$ cat config.mk
export PLATFORM = sky130hd
export DESIGN_NAME = frame_energy_voice_detector
export DESIGN_NICKNAME = d
export VERILOG_FILES = /design/src/sv/fevd_pkg.sv /design/src/sv/fevd_front.sv /design/src/sv/fevd_back.sv /design/src/sv/frame_energy_voice_detector.sv
export SDC_FILE = /design/constraint.sdc
export NUM_CORES = 1
export LEC_CHECK = 0
export BUFFER_PORTS_ARGS = -buffer_cell sky130_fd_sc_hd__buf_2
export CORE_MARGIN = 2
export CORE_UTILIZATION = 45
export CTS_CLUSTER_DIAMETER = 120
export DETAILED_ROUTE_END_ITERATION = 10
export PLACE_DENSITY = 0.73
export SLEW_MARGIN = 20
export SYNTH_ARGS = -nofsm -noshare
export SYNTH_HDL_FRONTEND = slang
export SYNTH_SLANG_ARGS = --single-unit
$ cat constraint.sdc
create_clock -name clk -period 6.5 [get_ports clk]
set_input_delay 0.65 -clock clk [delete_from_list [all_inputs] [get_ports clk]]
set_output_delay 0.65 -clock clk [all_outputs]
set_load 0.02 [all_outputs]
$ cat src/sv/fevd_pkg.sv
package fevd_pkg;

    localparam int unsigned WIN_BITS  = 13;
    localparam int unsigned SUM_BITS  = 28;
    localparam int unsigned IDX_BITS  = 16;
    localparam int unsigned HOP_BITS  = 12;
    localparam int unsigned NUM_SLOTS = 3;
    localparam int unsigned SLOT_BITS = 2;
    localparam int unsigned APB_ADDR_BITS = 3;
    localparam int unsigned APB_DATA_BITS = 32;

    localparam logic [WIN_BITS-1:0] WIN_MIN   = 13'd2;
    localparam logic [WIN_BITS-1:0] WIN_MAX   = 13'd4096;
    localparam logic [WIN_BITS-1:0] WIN_RESET = 13'd441;

    localparam logic [SUM_BITS-1:0] SUM_LIMIT   = {SUM_BITS{1'b1}};
    localparam logic [WIN_BITS-1:0] COUNT_LIMIT = {WIN_BITS{1'b1}};

    typedef enum logic
    {
        REG_WINDOW_LEN       = 1'b0,
        REG_ENERGY_THRESHOLD = 1'b1
    } reg_idx_t;

    // Settings the back end needs, window already clamped to its legal range
    typedef struct packed
    {
        logic [WIN_BITS-1:0] win;
        logic [SUM_BITS-1:0] threshold;
    } cfg_t;

    function automatic logic [SLOT_BITS-1:0] slot_inc(input logic [SLOT_BITS-1:0] s);
        logic [SLOT_BITS-1:0] r;
        if (s == SLOT_BITS'(NUM_SLOTS - 1))
        begin
            r = '0;
        end
        else
        begin
            r = s + 1'b1;
        end
        return r;
    endfunction

endpackage

$ cat src/sv/fevd_front.sv
module fevd_front #(
    parameter int unsigned SAMPLE_BITS = 16
) (
    input  logic                          clk,
    input  logic                          rst_n,
    input  logic signed [SAMPLE_BITS-1:0] sample,
    input  logic                          last,
    input  logic                          in_valid,
    output logic                          in_ready,
    output logic                          item_valid,
    input  logic                          item_ready,
    output logic        [SAMPLE_BITS-1:0] item_mag,
    output logic                          item_neg,
    output logic                          item_last
);
    import fevd_pkg::*;

    logic [SAMPLE_BITS-1:0] mag_reg [2];
    logic                   neg_reg [2];
    logic                   last_reg [2];
    logic                   wr_ptr_reg, wr_ptr_next;
    logic                   rd_ptr_reg, rd_ptr_next;
    logic [1:0]             count_reg, count_next;

    logic [SAMPLE_BITS-1:0] raw;
    logic [SAMPLE_BITS-1:0] mag;
    logic                   neg;
    logic                   push;
    logic                   pop;

    assign raw = sample;
    assign neg = raw[SAMPLE_BITS-1];
    // two's complement negate; the most negative code maps onto itself as unsigned
    assign mag = neg ? ((~raw) + {{(SAMPLE_BITS-1){1'b0}}, 1'b1}) : raw;

    assign in_ready   = (count_reg != 2'd2);
    assign item_valid = (count_reg != 2'd0);
    assign push       = in_valid && in_ready;
    assign pop        = item_valid && item_ready;

    assign item_mag  = mag_reg[rd_ptr_reg];
    assign item_neg  = neg_reg[rd_ptr_reg];
    assign item_last = last_reg[rd_ptr_reg];

    always_comb
    begin
        wr_ptr_next = push ? ~wr_ptr_reg : wr_ptr_reg;
        rd_ptr_next = pop ? ~rd_ptr_reg : rd_ptr_reg;
        case ({push, pop})
            2'b10:   count_next = count_reg + 2'd1;
            2'b01:   count_next = count_reg - 2'd1;
            default: count_next = count_reg;
        endcase
    end

    always_ff @(posedge clk or negedge rst_n)
    begin
        if (!rst_n)
        begin
            wr_ptr_reg <= 1'b0;
            rd_ptr_reg <= 1'b0;
            count_reg  <= 2'd0;
        end
        else
        begin
            wr_ptr_reg <= wr_ptr_next;
            rd_ptr_reg <= rd_ptr_next;
            count_reg  <= count_next;
        end
    end

    always_ff @(posedge clk)
    begin
        if (push)
        begin
            mag_reg[wr_ptr_reg]  <= mag;
            neg_reg[wr_ptr_reg]  <= neg;
            last_reg[wr_ptr_reg] <= last;
        end
    end

endmodule

$ cat src/sv/fevd_back.sv
module fevd_back #(
    parameter int unsigned SAMPLE_BITS = 16
) (
    input  logic                             clk,
    input  logic                             rst_n,
    input  fevd_pkg::cfg_t                   cfg,
    input  logic                             item_valid,
    output logic                             item_ready,
    input  logic [SAMPLE_BITS-1:0]           item_mag,
    input  logic                             item_neg,
    input  logic                             item_last,
    output logic                             result_valid,
    input  logic                             result_ready,
    output logic [fevd_pkg::IDX_BITS-1:0]    frame_index,
    output logic [fevd_pkg::SUM_BITS-1:0]    abs_sum,
    output logic [fevd_pkg::WIN_BITS-1:0]    sign_changes,
    output logic                             is_voice,
    output logic                             final_result
);
    import fevd_pkg::*;

    // per-slot frame state
    logic [SUM_BITS-1:0]  sum_reg   [NUM_SLOTS];
    logic [SUM_BITS-1:0]  sum_next  [NUM_SLOTS];
    logic [WIN_BITS-1:0]  cnt_reg   [NUM_SLOTS];
    logic [WIN_BITS-1:0]  cnt_next  [NUM_SLOTS];
    logic [WIN_BITS-1:0]  fill_reg  [NUM_SLOTS];
    logic [WIN_BITS-1:0]  fill_next [NUM_SLOTS];
    logic [IDX_BITS-1:0]  frame_reg [NUM_SLOTS];
    logic [IDX_BITS-1:0]  frame_next[NUM_SLOTS];
    logic [NUM_SLOTS-1:0] prev_neg_reg, prev_neg_next;
    logic [NUM_SLOTS-1:0] active_reg, active_next;
    logic [NUM_SLOTS-1:0] pend_reg, pend_next;

    logic [SLOT_BITS-1:0] base_reg, base_next;
    logic                 final_pend_reg, final_pend_next;
    logic [HOP_BITS-1:0]  hop_reg, hop_next;
    logic [IDX_BITS-1:0]  fidx_reg, fidx_next;
    logic [SLOT_BITS-1:0] nslot_reg, nslot_next;

    logic                 out_valid_reg, out_valid_next;
    logic [IDX_BITS-1:0]  out_index_reg;
    logic [SUM_BITS-1:0]  out_sum_reg;
    logic [WIN_BITS-1:0]  out_cnt_reg;
    logic                 out_voice_reg;
    logic                 out_final_reg;

    logic [SLOT_BITS-1:0] order [NUM_SLOTS];
    logic [SLOT_BITS-1:0] emit_sel;
    logic [NUM_SLOTS-1:0] emit_hot;
    logic [NUM_SLOTS-1:0] rest;
    logic                 can_load;
    logic                 emit;
    logic                 pop;
    logic                 open_frame;
    logic [HOP_BITS-1:0]  hop_len;
    logic [SLOT_BITS-1:0] nslot_open;

    assign hop_len    = cfg.win[WIN_BITS-1:1];
    assign open_frame = (hop_reg == '0);
    assign nslot_open = open_frame ? slot_inc(nslot_reg) : nslot_reg;

    // oldest pending frame first, counted from the slot after the newest
    always_comb
    begin
        logic found;
        order[0] = base_reg;
        order[1] = slot_inc(base_reg);
        order[2] = slot_inc(order[1]);
        found    = 1'b0;
        emit_sel = base_reg;
        emit_hot = '0;
        for (int k = 0; k < NUM_SLOTS; k++)
        begin
            if (!found && pend_reg[order[k]])
            begin
                found              = 1'b1;
                emit_sel           = order[k];
                emit_hot[order[k]] = 1'b1;
            end
        end
    end

    assign can_load   = !out_valid_reg || result_ready;
    assign emit       = can_load && (pend_reg != '0);
    assign rest       = pend_reg & ~emit_hot;
    assign item_ready = (pend_reg == '0) || (emit && (rest == '0));
    assign pop        = item_valid && item_ready;

    always_comb
    begin
        logic                opening;
        logic [SUM_BITS-1:0] cur_sum;
        logic [WIN_BITS-1:0] cur_cnt;
        logic [WIN_BITS-1:0] cur_fill;
        logic                cur_prev;
        logic [SUM_BITS:0]   wide_sum;
        logic                done;

        prev_neg_next = prev_neg_reg;
        active_next   = active_reg;
        pend_next     = rest & {NUM_SLOTS{emit}} | (pend_reg & {NUM_SLOTS{!emit}});
        for (int s = 0; s < NUM_SLOTS; s++)
        begin
            opening  = open_frame && (nslot_reg == SLOT_BITS'(s));
            cur_sum  = opening ? '0 : sum_reg[s];
            cur_cnt  = opening ? '0 : cnt_reg[s];
            cur_fill = opening ? '0 : fill_reg[s];
            cur_prev = opening ? 1'b0 : prev_neg_reg[s];
            wide_sum = {1'b0, cur_sum} + (SUM_BITS+1)'(item_mag);
            done     = 1'b0;

            sum_next[s]   = sum_reg[s];
            cnt_next[s]   = cnt_reg[s];
            fill_next[s]  = fill_reg[s];
            frame_next[s] = (pop && opening) ? fidx_reg : frame_reg[s];

            if (pop && (opening || active_reg[s]))
            begin
                sum_next[s] = wide_sum[SUM_BITS] ? SUM_LIMIT : wide_sum[SUM_BITS-1:0];
                cnt_next[s] = ((item_neg != cur_prev) && (cur_cnt != COUNT_LIMIT)) ?
                              cur_cnt + 1'b1 : cur_cnt;
                fill_next[s] = (cur_fill != COUNT_LIMIT) ? cur_fill + 1'b1 : cur_fill;
                prev_neg_next[s] = item_neg;
                done = (fill_next[s] >= cfg.win) || item_last;
                active_next[s] = !done;
                if (done)
                begin
                    pend_next[s] = 1'b1;
                end
            end
            else if (pop && opening)
            begin
                active_next[s] = 1'b1;
            end
        end
    end

    always_comb
    begin
        hop_next        = hop_reg;
        fidx_next       = fidx_reg;
        nslot_next      = nslot_reg;
        base_next       = base_reg;
        final_pend_next = final_pend_reg;
        if (pop)
        begin
            base_next       = nslot_open;
            final_pend_next = item_last;
            if (item_last)
            begin
                hop_next   = '0;
                fidx_next  = '0;
                nslot_next = '0;
            end
            else
            begin
                hop_next   = open_frame ? hop_len - 1'b1 : hop_reg - 1'b1;
                fidx_next  = open_frame ? fidx_reg + 1'b1 : fidx_reg;
                nslot_next = nslot_open;
            end
        end
        if (emit)
        begin
            out_valid_next = 1'b1;
        end
        else if (result_ready)
        begin
            out_valid_next = 1'b0;
        end
        else
        begin
            out_valid_next = out_valid_reg;
        end
    end

    always_ff @(posedge clk or negedge rst_n)
    begin
        if (!rst_n)
        begin
            active_reg     <= '0;
            pend_reg       <= '0;
            base_reg       <= '0;
            final_pend_reg <= 1'b0;
            hop_reg        <= '0;
            fidx_reg       <= '0;
            nslot_reg      <= '0;
            out_valid_reg  <= 1'b0;
        end
        else
        begin
            active_reg     <= active_next;
            pend_reg       <= pend_next;
            base_reg       <= base_next;
            final_pend_reg <= final_pend_next;
            hop_reg        <= hop_next;
            fidx_reg       <= fidx_next;
            nslot_reg      <= nslot_next;
            out_valid_reg  <= out_valid_next;
        end
    end

    always_ff @(posedge clk)
    begin
        for (int s = 0; s < NUM_SLOTS; s++)
        begin
            sum_reg[s]   <= sum_next[s];
            cnt_reg[s]   <= cnt_next[s];
            fill_reg[s]  <= fill_next[s];
            frame_reg[s] <= frame_next[s];
        end
        prev_neg_reg <= prev_neg_next;
        if (emit)
        begin
            out_index_reg <= frame_reg[emit_sel];
            out_sum_reg   <= sum_reg[emit_sel];
            out_cnt_reg   <= cnt_reg[emit_sel];
            out_voice_reg <= (sum_reg[emit_sel] > cfg.threshold);
            out_final_reg <= final_pend_reg && (rest == '0);
        end
    end

    assign result_valid = out_valid_reg;
    assign frame_index  = out_index_reg;
    assign abs_sum      = out_sum_reg;
    assign sign_changes = out_cnt_reg;
    assign is_voice     = out_voice_reg;
    assign final_result = out_final_reg;

`ifndef SYNTHESIS
    a_pend_not_active: assert property (@(posedge clk) disable iff (!rst_n)
        (pend_reg & active_reg) == '0)
        else $error("slot both pending and accumulating");

    a_no_pop_with_backlog: assert property (@(posedge clk) disable iff (!rst_n)
        ($countones(pend_reg) > 1) |-> !pop)
        else $error("word taken while several frames wait");

    a_emit_loads_output: assert property (@(posedge clk) disable iff (!rst_n)
        (emit && !pop) |=> (out_valid_reg && (pend_reg & $past(emit_hot)) == '0))
        else $error("emitted frame not cleared or not shown");

    a_slot_in_range: assert property (@(posedge clk) disable iff (!rst_n)
        (nslot_reg != 2'd3) && (base_reg != 2'd3))
        else $error("slot pointer out of range");
`endif

endmodule

$ cat src/sv/frame_energy_voice_detector.sv
// Frame energy and sign-change voice detector.
// Samples enter on the sample channel (sample, last) under sample_valid/sample_ready;
// one result word per closed frame leaves on the result channel (frame_index,
// abs_sum, sign_changes, is_voice, final_result) under result_valid/result_ready.
// Frames are window_len samples long and one opens every window_len/2 samples.
// The APB port holds window_len (address 0) and energy_threshold (address 4);
// write them only while no sample is in flight.
// Throughput: one sample per cycle while results are taken. A frame's closing
// sample passes the front queue and its slot before the result is loaded into the
// single output register. A last sample closes every open frame; those results
// leave one per cycle as taken; the back end stalls until the last is loaded.
// A two-word queue sits between the sample front end and the frame back end,
// so a stalled result side keeps taking samples until that queue fills.
// Reset empties the queue and all frames, sets window_len to 441 and
// energy_threshold to 0; no clearing pass is needed.
module frame_energy_voice_detector #(
    parameter int unsigned SAMPLE_BITS = 16
) (
    input  logic                                 clk,
    input  logic                                 rst_n,
    input  logic signed [SAMPLE_BITS-1:0]        sample,
    input  logic                                 last,
    input  logic                                 sample_valid,
    output logic                                 sample_ready,
    output logic [fevd_pkg::IDX_BITS-1:0]        frame_index,
    output logic [fevd_pkg::SUM_BITS-1:0]        abs_sum,
    output logic [fevd_pkg::WIN_BITS-1:0]        sign_changes,
    output logic                                 is_voice,
    output logic                                 final_result,
    output logic                                 result_valid,
    input  logic                                 result_ready,
    input  logic                                 psel,
    input  logic                                 penable,
    input  logic                                 pwrite,
    input  logic [fevd_pkg::APB_ADDR_BITS-1:0]   paddr,
    input  logic [fevd_pkg::APB_DATA_BITS-1:0]   pwdata,
    output logic [fevd_pkg::APB_DATA_BITS-1:0]   prdata,
    output logic                                 pready
);
    import fevd_pkg::*;

    logic [WIN_BITS-1:0]    window_len_reg, window_len_next;
    logic [SUM_BITS-1:0]    threshold_reg, threshold_next;
    logic [WIN_BITS-1:0]    win_eff;
    reg_idx_t               reg_sel;
    logic                   wr_en;
    cfg_t                   cfg;

    logic                   item_valid;
    logic                   item_ready;
    logic [SAMPLE_BITS-1:0] item_mag;
    logic                   item_neg;
    logic                   item_last;

    assign pready  = 1'b1;
    assign reg_sel = reg_idx_t'(paddr[2]);
    assign wr_en   = psel && penable && pwrite && pready;

    always_comb
    begin
        window_len_next = window_len_reg;
        threshold_next  = threshold_reg;
        if (wr_en)
        begin
            case (reg_sel)
                REG_WINDOW_LEN:       window_len_next = pwdata[WIN_BITS-1:0];
                REG_ENERGY_THRESHOLD: threshold_next  = pwdata[SUM_BITS-1:0];
                default:              ;
            endcase
        end
    end

    always_comb
    begin
        case (reg_sel)
            REG_WINDOW_LEN:       prdata = APB_DATA_BITS'(window_len_reg);
            REG_ENERGY_THRESHOLD: prdata = APB_DATA_BITS'(threshold_reg);
            default:              prdata = '0;
        endcase
    end

    always_ff @(posedge clk or negedge rst_n)
    begin
        if (!rst_n)
        begin
            window_len_reg <= WIN_RESET;
            threshold_reg  <= '0;
        end
        else
        begin
            window_len_reg <= window_len_next;
            threshold_reg  <= threshold_next;
        end
    end

    // clamp the frame length to its legal range
    always_comb
    begin
        if (window_len_reg < WIN_MIN)
        begin
            win_eff = WIN_MIN;
        end
        else if (window_len_reg > WIN_MAX)
        begin
            win_eff = WIN_MAX;
        end
        else
        begin
            win_eff = window_len_reg;
        end
        cfg.win       = win_eff;
        cfg.threshold = threshold_reg;
    end

    fevd_front #(
        .SAMPLE_BITS (SAMPLE_BITS)
    ) u_front (
        .clk        (clk),
        .rst_n      (rst_n),
        .sample     (sample),
        .last       (last),
        .in_valid   (sample_valid),
        .in_ready   (sample_ready),
        .item_valid (item_valid),
        .item_ready (item_ready),
        .item_mag   (item_mag),
        .item_neg   (item_neg),
        .item_last  (item_last)
    );

    fevd_back #(
        .SAMPLE_BITS (SAMPLE_BITS)
    ) u_back (
        .clk          (clk),
        .rst_n        (rst_n),
        .cfg          (cfg),
        .item_valid   (item_valid),
        .item_ready   (item_ready),
        .item_mag     (item_mag),
        .item_neg     (item_neg),
        .item_last    (item_last),
        .result_valid (result_valid),
        .result_ready (result_ready),
        .frame_index  (frame_index),
        .abs_sum      (abs_sum),
        .sign_changes (sign_changes),
        .is_voice     (is_voice),
        .final_result (final_result)
    );

endmodule

# Word-level counts from Yosys, hierarchy flattened
# Memory sizes are Yosys's and may differ from the RTL's. A register that Yosys moved wholly into a read port is not among the register bits.
# Cells that the tools add are included.
# word_totals
input_bits	59
word_cells	232
reg_bits	118
out_inout_bits	94
ramBits	246
mem_count	7
# op_classes
add_sub_neg	18
n_bitwise	11
n_mux	88
n_lt_le_gt_ge	12
n_reduce_logical	56
n_eq_ne	19
# memory_table
name	words	width	read_ports	rd_ports_with_merged_regs	wr	line	source
u_back.sum_reg	3	28	4	0	3	fevd_back.sv:23	logic [SUM_BITS-1:0] sum_reg [NUM_SLOTS];
u_back.frame_reg	3	16	1	1	1	fevd_back.sv:29	logic [IDX_BITS-1:0] frame_reg [NUM_SLOTS];
u_back.cnt_reg	3	13	4	1	3	fevd_back.sv:25	logic [WIN_BITS-1:0] cnt_reg [NUM_SLOTS];
u_back.fill_reg	3	13	3	0	3	fevd_back.sv:27	logic [WIN_BITS-1:0] fill_reg [NUM_SLOTS];
u_front.mag_reg	2	16	1	0	1	fevd_front.sv:18	logic [SAMPLE_BITS-1:0] mag_reg [2];
u_front.last_reg	2	1	1	0	1	fevd_front.sv:20	logic last_reg [2];
+1 memories	n/a	n/a	n/a	n/a	n/a	n/a	
# op_table
operator	count
$mux W13	20
$mux W28	9
$mux W16	8
$add A28 B16 Y29	3
$add A13 B1 Y13 const B	6
$ne A13 B13 Y1 const B	6
$pmux W32 S2	1
$ge A13 B13 Y1	3
$add A16 B1 Y16 const B	2
$reduce_or A16 Y1	2
$mux W1	29
$gt A28 B28 Y1	1
$logic_and A1 B1 Y1	24
$mux W12	2
$sub A12 B1 Y12 const B	2
$mux W2	9
$not A16 Y16	1
$reduce_bool A2 Y1	7
$gt A13 B13 Y1 const B	1
$lt A13 B2 Y1 const B	1
$logic_not A12 Y1	1
$and A3 B3 Y3	3
$lt A2 B3 Y1 const B	3
$mux W3	3
other kinds (20)	57

# Longest topological paths before layout
# Gate-level depths: netlist of the first run.
# logic_depth
depth_word	21
ltp_mapped	24
ltp_nobuf	22

# Modules after synthesis
# Synthesis of the first run repeated with hierarchy kept, for this count alone.
# hier_totals
hier_cells	2182
hier_area_um2	23074.6
# by_module_without_submodules
mod	seq_area_each_um2	cells_each	n_inst	area_each_um2
fevd_back	9168.8	1919	1	19306.0
frame_energy_voice_detector	1033.5	147	1	1989.4
fevd_front	1181.1	116	1	1779.2

# Worst setup path before layout of the first run
# No wires, ideal clock.
# synth_path
path_type	register to register
from	reg u_back.hop_reg[3]
to	reg u_back.pend_reg[0]
n_path_buf	2
path_stages_with_launch	23
t_required_ns	6.374
setup_slack_ns	1.948
arrival_ns	4.426
setup_ns	0.126
cell_sequence	dfrtp_1 nor4_4 and4_1 buf_4 nand2_1 clkbuf_1 and2_1 ha_1 nand3_1 or2_2 a2111oi_2 nor2b_1 nor2b_1 nand4_1 xor2_1 nor2_1 ha_1 and4_1 a2111oi_0 o211ai_1 o2111ai_1 o311ai_0 a22o_1
# synth_between
elab_chain_len	9
word_cells_on_any_way	12
# synth_rtl
element	line	source
start, declared	fevd_back.sv:37	logic [HOP_BITS-1:0] hop_reg, hop_next;
start signal, assigned	fevd_back.sv:196	hop_reg <= hop_next;
$logic_not A12 Y1 *	fevd_back.sv:60	assign open_frame = (hop_reg == '0);
$logic_and A1 B1 Y1 *	fevd_back.sv:105	opening = open_frame && (nslot_reg == SLOT_BITS'(s));
$mux W13	fevd_back.sv:108	cur_fill = opening ? '0 : fill_reg[s];
$add A13 B1 Y13 / $ne A13 B13 Y1 (equally long branches)	fevd_back.sv:123	fill_next[s] = (cur_fill != COUNT_LIMIT) ? cur_fill + 1'b1 : cur_fill;
$mux W13	fevd_back.sv:123	
$ge A13 B13 Y1	fevd_back.sv:125	done = (fill_next[s] >= cfg.win) || item_last;
$logic_or A1 B1 Y1	fevd_back.sv:125	
$mux W1	fevd_back.sv:127	if (done)
$mux W1 *	fevd_back.sv:118	if (pop && (opening || active_reg[s]))
named net u_back.pend_next[0]	fevd_back.sv:33	logic [NUM_SLOTS-1:0] pend_reg, pend_next;
end signal, assigned	fevd_back.sv:193	pend_reg <= pend_next;
end, declared	fevd_back.sv:33	
# The timed path passes the listed nets; every way through them passes the cells marked *.
# A chain may end at the register's enable or synchronous reset.

# Worst setup path after layout of the first run
# layout_path
from	reg u_back.hop_reg[0]
to	reg u_back.pend_reg[0]
# The elaborated chain is that of the path after synthesis.

==> reports/qor.txt, run 1 <==
drt total wl -> 56890 um
Boundary Pins -> 153
global-route wire length before repair -> 89330 um
cell count after synthesis -> 2114
Final Max Slew Viols -> 0
number of levels in the clock H-tree -> 2
number of post-CTS setup repair buffers -> 0
Post-Place Worst Slack -> 1.454 ns
Syn Area/Cell -> 10.73 um2
switching power as a share of total power -> 40.57%
horizontal die dimension -> 228.5 um
kind of end point of the critical path -> flip-flop
number of optimization iterations in the first detailed-route pass -> 5
height of the chip -> 228.5 um
PD cells -> 472.8 mW/mm2
Routed wire per std cell -> 19.22 um
Total Die Area -> 0.05222 mm2
TNS Setup -> 0 ns
delay of the slowest cell on the worst path -> 0.58 ns
nature of the critical path startpoint -> flip-flop
Hold EP -> u_front.last_reg[1]$_DFFE_PP_
critical path buffer and inverter count -> 1
number of flops mapped to enable cells by yosys -> 308
cell with the largest stage delay on the worst path -> sky130_fd_sc_hd__nor3_1
data arrival at the endpoint of the critical path -> 5.69 ns
largest net degree at the start of global routing -> 74
peak supply drop -> 0.0002520 V
family of cells with the greatest summed delay on the critical path -> simple AND/OR/NAND/NOR gates
CTS tree -> done
Static Leakage -> 10.16 nW
CP Data Required Time -> 6.95 ns
fraction of layout instances using a drive strength above 1 -> 15.40%
largest fanout of any net on the critical path -> 14
startpoint of the lowest-slack register-to-register path -> u_back.hop_reg[0]$_DFFE_PN0P_
area growth from synthesis to layout -> 12.89%
Hold Path Class -> in -> reg
detail-routed via count per cell -> 5.754
Hold Crit Depth -> 1
Clk pwr share -> 20.3%
fraction of power consumed by sequential logic -> 33.6%
run status -> complete, no violations
max-capacitance violation count -> 0
GR Util All Layers -> 21.50%
Initial Utilization -> 45.39%
net switching power -> 4.912 mW
via count of the first global-routing pass -> 16384
number of buffers created by CTS -> 45
number of distinct library cell variants in the gate-level netlist after synthesis -> 86
commonest non-fill, non-tap cell in the layout -> sky130_fd_sc_hd__edfxtp_1
Clock transition at path regs -> 0.06 ns
Design Power -> 12.11 mW
area of the multi-input gates -> 0.01075 mm2
r2r worst-path depth -> 21
nets@finish -> 2436
sequential area share after synthesis -> 50.19%
multiplexer share of the synthesized area -> 6.598%
post-synthesis simple-gate area fraction -> 16.44%
count of clock tree sinks -> 393
Synth Area in Compound Gates -> 11.76%
fraction of registers with async set/reset -> 21.63%
WHS -> 0.2746 ns
footprint of the flip-flops and latches -> 0.01138 mm2
f_max -> 0.1909 GHz
minimum period implied by the final worst setup slack -> 5.237 ns
transition time at the pin with the least slew margin -> 1.152 ns
setup-violating endpoint count in the final report -> 0
internal power consumption -> 7.195 mW
HPWL after DPL -> 40800 um
number of nets with antenna violations after detailed routing -> 0
final hold violation count -> 0
post-synth design cell area -> 0.02268 mm2
type of the worst setup path -> reg -> reg
worst-skew pair later-pin latency -> 0.57 ns
Worst Setup Slack, final -> 1.263 ns
number of buffers inserted by port buffering -> 141
fraction of the mapped netlist area in adder cells -> 7.160%
highest-count cells in the layout ignoring fill and taps -> sky130_fd_sc_hd__edfxtp_1, sky130_fd_sc_hd__nand2_1, sky130_fd_sc_hd__o21ai_0
series of cell instances along the critical path -> nor3_1 > and4_1 > buf_4 > nand2_1 > and2_1 > ha_1 > nand3_1 > or2_2 > a2111oi_2 > nor2b_1 > nor2b_1 > nand4_1 > xor2_1 > nor2_1 > ha_1 > and4_1 > a2111oi_0 > o211ai_1 > o2111ai_1 > o311ai_0 > a22o_1
largest family of logic cells by synthesized area -> simple AND/OR/NAND/NOR gates
worst reg2reg setup slack -> 1.26 ns
RSZ-0062 raised after global routing -> no
fin crit share -> 80.57%
floorplan row count -> 82
aggregate global routing overflow -> 0
leading register cell type out of synthesis -> sky130_fd_sc_hd__edfxtp_1
worst relative slew slack -> 23.03%
number of warning messages in the yosys log -> 0
Bufs on Longest Clock Path -> 3
worst setup skew after layout -> 0.01854 ns
residual DRC count -> 0
GPL Wtd Cong -> 0.9385
DRC marker count from the first detailed-route iteration -> 1659
number of antenna violations at the first check in global routing -> 2
portion of total power attributed to combinational logic -> 46.1%
reg-to-reg critical path endpoint -> u_back.pend_reg[0]$_DFF_PN0_
placeable core area -> 0.04997 mm2
layout filler cell count -> 4402
register bit total from synthesis -> 393
launch instance of the worst min-delay path -> last
number of flip-flops in the largest register -> 84
clock root buffer master -> sky130_fd_sc_hd__clkbuf_16
synthesized-area fraction occupied by xor and xnor cells -> 5.097%
total via count in the routed design -> 17033
## what timing repair did
action,CTS,global route
endpoints found under the hold margin,12,0
hold buffers,1,0
resized for setup,0,0
## logic make-up after synthesis
| logic type | Yosys count |
|---|---|
| compound gates | 421 |
| other cells | 2 |
| xor+xnor | 132 |
| buf+inv | 150 |
| simple gates | 748 |
| fa+ha+maj | 128 |
| flops | 393 |
| mux | 140 |
## power by group through the flow
stage | sequential (mW) | clock (mW) | combinational [mW]
after floorplan | 4.16 | 0 | 3.85
after global placement | 4.08 | 0 | 5.30
after detailed placement | 4.11 | 0 | 5.48
after CTS | 4.07 | 2.50 | 5.53
after global routing | 4.14 | 2.61 | 6.15
final | 4.07 | 2.46 | 5.58
## routing by layer
metal  global-route usage [%]  vias to the layer above  part of all wire (%)
met5                        0                        -                     0
met4                    9.150                        0                   3.7
met3                    4.154                      119                   7.8
met2                    33.82                      669                    46
met1                    29.08                     8185                    43
li1                         -                     8060                     -
## layout make-up
cell class	instances	share of cell area, %
Antenna cell	2	0.01955
Clock buffer	58	4.872
Clock inverter	26	0.7183
Inverter	65	0.9529
Multi-Input combinational cell	1574	41.99
Sequential cell	393	44.46
Tap cell	672	3.284
Timing Repair Buffer	170	3.704
## synth_stat cells (all sizes together), types with 19 or more instances
| cell type | count | area share (%) |
|---|---|---|
| nor2 | 151 | 2.5 |
| ha | 125 | 6.9 |
| and2 | 81 | 2.2 |
| xnor2 | 57 | 2.2 |
| edfxtp | 308 | 41 |
| xor2 | 75 | 2.9 |
| buf | 22 | 0.60 |
| clkbuf | 63 | 1.0 |
| nand4 | 44 | 1.2 |
| inv | 65 | 1.1 |
| nor2b | 20 | 0.55 |
| nand2 | 226 | 3.7 |
| nand2b | 21 | 0.58 |
| a21o | 28 | 0.93 |
| mux2i | 64 | 2.8 |
| nor3 | 30 | 0.68 |
| o21ai | 168 | 3.8 |
| a211oi | 21 | 0.72 |
| and3 | 39 | 1.1 |
| or3 | 19 | 0.52 |
| dfrtp | 79 | 8.7 |
| mux2 | 76 | 3.8 |
| nand3 | 64 | 1.4 |
| a21oi | 75 | 1.7 |
## stage by stage
step / cell area [um2] / utilization [%] / instances
detailed placement: 24130 / 48.29 / 2872
floorplan: 22690 / - / 2117
CTS: 25570 / 51.18 / 2957
global placement: 24130 / 48.29 / 2872
finish: 25600 / 51.24 / 2960
global route: 25600 / 51.24 / 2959
## worst max-delay path by stage
stage          slack, ns  cells past startpoint                            to                     startpoint
5_1_grt             0.99                     22  u_back.pend_reg[0]$_DFF_PN0_  u_back.hop_reg[0]$_DFFE_PN0P_
6_report            1.26                     21  u_back.pend_reg[0]$_DFF_PN0_  u_back.hop_reg[0]$_DFFE_PN0P_
4_1_cts             1.40                     21  u_back.pend_reg[0]$_DFF_PN0_  u_back.hop_reg[0]$_DFFE_PN0P_
2_1_floorplan       1.95                     22  u_back.pend_reg[0]$_DFF_PN0_  u_back.hop_reg[3]$_DFFE_PN0P_
3_3_place_gp        1.65                     21  u_back.pend_reg[0]$_DFF_PN0_  u_back.hop_reg[0]$_DFFE_PN0P_
3_5_place_dp        1.45                     21  u_back.pend_reg[0]$_DFF_PN0_  u_back.hop_reg[0]$_DFFE_PN0P_
No activity file was read; power rests on OpenSTA's default activity.
==> run 2: changes to the inputs <==
--- a/config.mk
+++ b/config.mk
@@ -5,6 +5,7 @@
 export SDC_FILE = /design/constraint.sdc
 export NUM_CORES = 1
 export LEC_CHECK = 0
+export ABC_AREA = 1
 export BUFFER_PORTS_ARGS = -buffer_cell sky130_fd_sc_hd__buf_2
 export CORE_MARGIN = 2
 export CORE_UTILIZATION = 45
==> constraint.sdc (replaced) <==
create_clock -name clk -period 4.95 [get_ports clk]
set_input_delay 0.495 -clock clk [delete_from_list [all_inputs] [get_ports clk]]
set_output_delay 0.495 -clock clk [all_outputs]
set_load 0.02 [all_outputs]
==> reports/qor.txt, run 2 <==
setup-violating endpoint count in the final report -> 0
run status -> complete, no violations
Gates resized, CTS repair -> 0
number of flip-flops in the largest register -> 84
peak supply drop -> 0.0005608 V
TNS Setup -> 0 ns
# diodes -> 0
register bit total from synthesis -> 393
number of instances in the placed design -> 3734
count of clock tree sinks -> 393
number of nets with antenna violations after detailed routing -> 0
Bufs on Longest Clock Path -> 3
cell types with the highest counts after synthesis -> sky130_fd_sc_hd__nand2_1, sky130_fd_sc_hd__inv_1, sky130_fd_sc_hd__edfxtp_1
post-detailed-placement cell area -> 0.02545 mm2
Syn Area/Cell -> 8.144 um2
detail-routed via count per cell -> 5.344
Design Power -> 19.38 mW
layout filler cell count -> 4977
cell count after synthesis -> 2967
Hold Path Class -> in -> reg
Static Leakage -> 12.61 nW
Clock transition at path regs -> 0.06 ns
number of distinct library cell variants in the gate-level netlist after synthesis -> 56
minimum period implied by the final worst setup slack -> 4.284 ns
largest net degree at the start of global routing -> 59
Yosys top cell area share -> 38.27%
cell with the largest stage delay on the worst path -> sky130_fd_sc_hd__a21boi_4
worst setup skew after layout -> 0.01527 ns
area growth from synthesis to layout -> 11.55%
GPL Wtd Cong -> 0.9123
horizontal die dimension -> 235.7 um
final cell count without fillers -> 3815
GR Util All Layers -> 21.79%
via count of the first global-routing pass -> 18637
number of flops mapped to enable cells by yosys -> 308
number of warning messages in the yosys log -> 0
type of the worst setup path -> reg -> reg
drt total wl -> 61010 um
residual DRC count -> 0
total via count in the routed design -> 20388
leading area contributor after synthesis -> sky130_fd_sc_hd__edfxtp_1
RSZ-0062 raised after global routing -> no
critical path buffer and inverter count -> 3
number of buffers created by CTS -> 44
fraction of layout instances using a drive strength above 1 -> 10.20%
Final Max Slew Viols -> 0
family of cells with the greatest summed delay on the critical path -> compound AO/OA/AOI/OAI gates
global-route wire length before repair -> 97160 um
number of buffers inserted by port buffering -> 141
number of antenna violations at the first check in global routing -> 1
CTS tree -> done
max-capacitance violation count -> 0
Initial Utilization -> 45.71%
Boundary Pins -> 153
Design Area, Final -> 0.02695 mm2
most numerous cell in the Yosys netlist -> sky130_fd_sc_hd__nand2_1
footprint of the flip-flops and latches -> 0.01138 mm2
delay of the slowest cell on the worst path -> 0.63 ns
series of cell instances along the critical path -> nor2_1 > nand2_1 > nand3_1 > inv_2 > nand2_2 > inv_2 > nand2_1 > o21ai_1 > a21boi_4 > buf_4 > nor2_1 > a31oi_1 > ha_1 > a21oi_1 > o21a_1 > o2111ai_1 > nand4_1 > a31oi_1
WHS -> 0.1320 ns
transition time at the pin with the least slew margin -> 1.078 ns
PD cells -> 718.9 mW/mm2
commonest non-fill, non-tap cell in the layout -> sky130_fd_sc_hd__nand2_1
leading register cell type out of synthesis -> sky130_fd_sc_hd__edfxtp_1
HPWL after DPL -> 43960 um
fraction of registers with async set/reset -> 21.63%
aggregate global routing overflow -> 0
height of the chip -> 235.7 um
clock root buffer master -> sky130_fd_sc_hd__clkbuf_16
Routed wire per std cell -> 15.99 um
worst relative slew slack -> 28.06%
largest cells by area after synthesis -> sky130_fd_sc_hd__edfxtp_1, sky130_fd_sc_hd__nand2_1, sky130_fd_sc_hd__dfrtp_1
nets@finish -> 3280
hold buffers post-CTS -> 1
number of levels in the clock H-tree -> 2
nature of the critical path startpoint -> flip-flop
largest fanout of any net on the critical path -> 19
area of the multi-input gates -> 0.01101 mm2
f_max -> 0.2334 GHz
number of post-CTS setup repair buffers -> 0
DRC marker count from the first detailed-route iteration -> 1921
data arrival at the endpoint of the critical path -> 4.69 ns
final hold violation count -> 0
number of optimization iterations in the first detailed-route pass -> 6
CP Data Required Time -> 5.35 ns
placeable core area -> 0.05287 mm2
worst-skew pair later-pin latency -> 0.58 ns
floorplan row count -> 84
sequential area share after synthesis -> 47.11%
fin crit share -> 86.55%
Total Die Area -> 0.05557 mm2
kind of end point of the critical path -> flip-flop
post-synth design cell area -> 0.02416 mm2
highest-count cells in the layout ignoring fill and taps -> sky130_fd_sc_hd__nand2_1, sky130_fd_sc_hd__inv_1, sky130_fd_sc_hd__edfxtp_1
[run 2: cell count changes in the layout (fill, tap and decap cells not counted), sizes merged, moves of 25 or more]
cell   before  now
a21oi      75  117
and3       39    3
nand2     226  933
nor2      151  250
mux2       76    0
inv        67  350
and2       81    0
xnor2      57   23
a21o       28    3
nand3      64  208
mux2i      64    0
a31oi      15   52
[run 2: layout make-up]
| type | instances | area share [%] |
|---|---|---|
| clock buffers | 59 | 4.521 |
| clock inverters | 21 | 0.9934 |
| inverters | 349 | 4.860 |
| multi-input cells | 2138 | 40.84 |
| flip-flops and latches | 393 | 42.23 |
| well taps | 688 | 3.194 |
| repair buffers | 167 | 3.361 |
[run 2: metrics by stage]
stage | util (%) | worst slack (ns)
floorplan | - | 1.312
global placement | 48.15 | 0.7725
detailed placement | 48.15 | 0.7396
CTS | 50.98 | 0.7279
global route | 50.99 | 0.3179
finish | 50.99 | 0.6657
[run 2: routing by layer]
layer	track usage, %	up-vias	wire length, um
li1	-	10128	-
met4	6.813	0	1524
met2	33.78	720	26770
met5	0	-	0
met1	30.99	9452	27840
met3	3.940	88	4876
[run 2: cells by family (layout without fill, tap and decap cells)]
group           Yosys count  in the layout  synth area share, %
simple gates           1533           1533                26.58
buf+inv                 439            596                7.549
flops                   393            393                47.11
compound gates          378            378                8.575
fa+ha+maj               128            128                6.721
xor+xnor                 94             94                3.438
other cells               2              5              0.03108
[run 2: path summary, 6_finish.rpt]
path                                                start                              end  cells past startpoint  slack, ns
min reg2reg                 threshold_reg[10]$_DFFE_PN0P_    threshold_reg[10]$_DFFE_PN0P_                      2       0.49
min                                             sample[0]  u_front.mag_reg[1][0]$_DFFE_PP_                      1       0.13
max reg2reg                u_back.base_reg[1]$_DFFE_PN0P_        u_back.is_voice$_DFFE_PP_                     18       0.67
max                        u_back.base_reg[1]$_DFFE_PN0P_        u_back.is_voice$_DFFE_PP_                     18       0.67
max in group asynchronous                           rst_n    window_len_reg[8]$_DFFE_PN1P_                      3       3.40
min in group asynchronous                           rst_n    threshold_reg[16]$_DFFE_PN0P_                      2       0.54
[run 2: where the power goes]
group          switching (mW)  internal [mW]  leakage [nW]
clock                    1.35           2.04         0.715
sequential              0.478           5.20          3.90
combinational            7.07           3.24          7.99
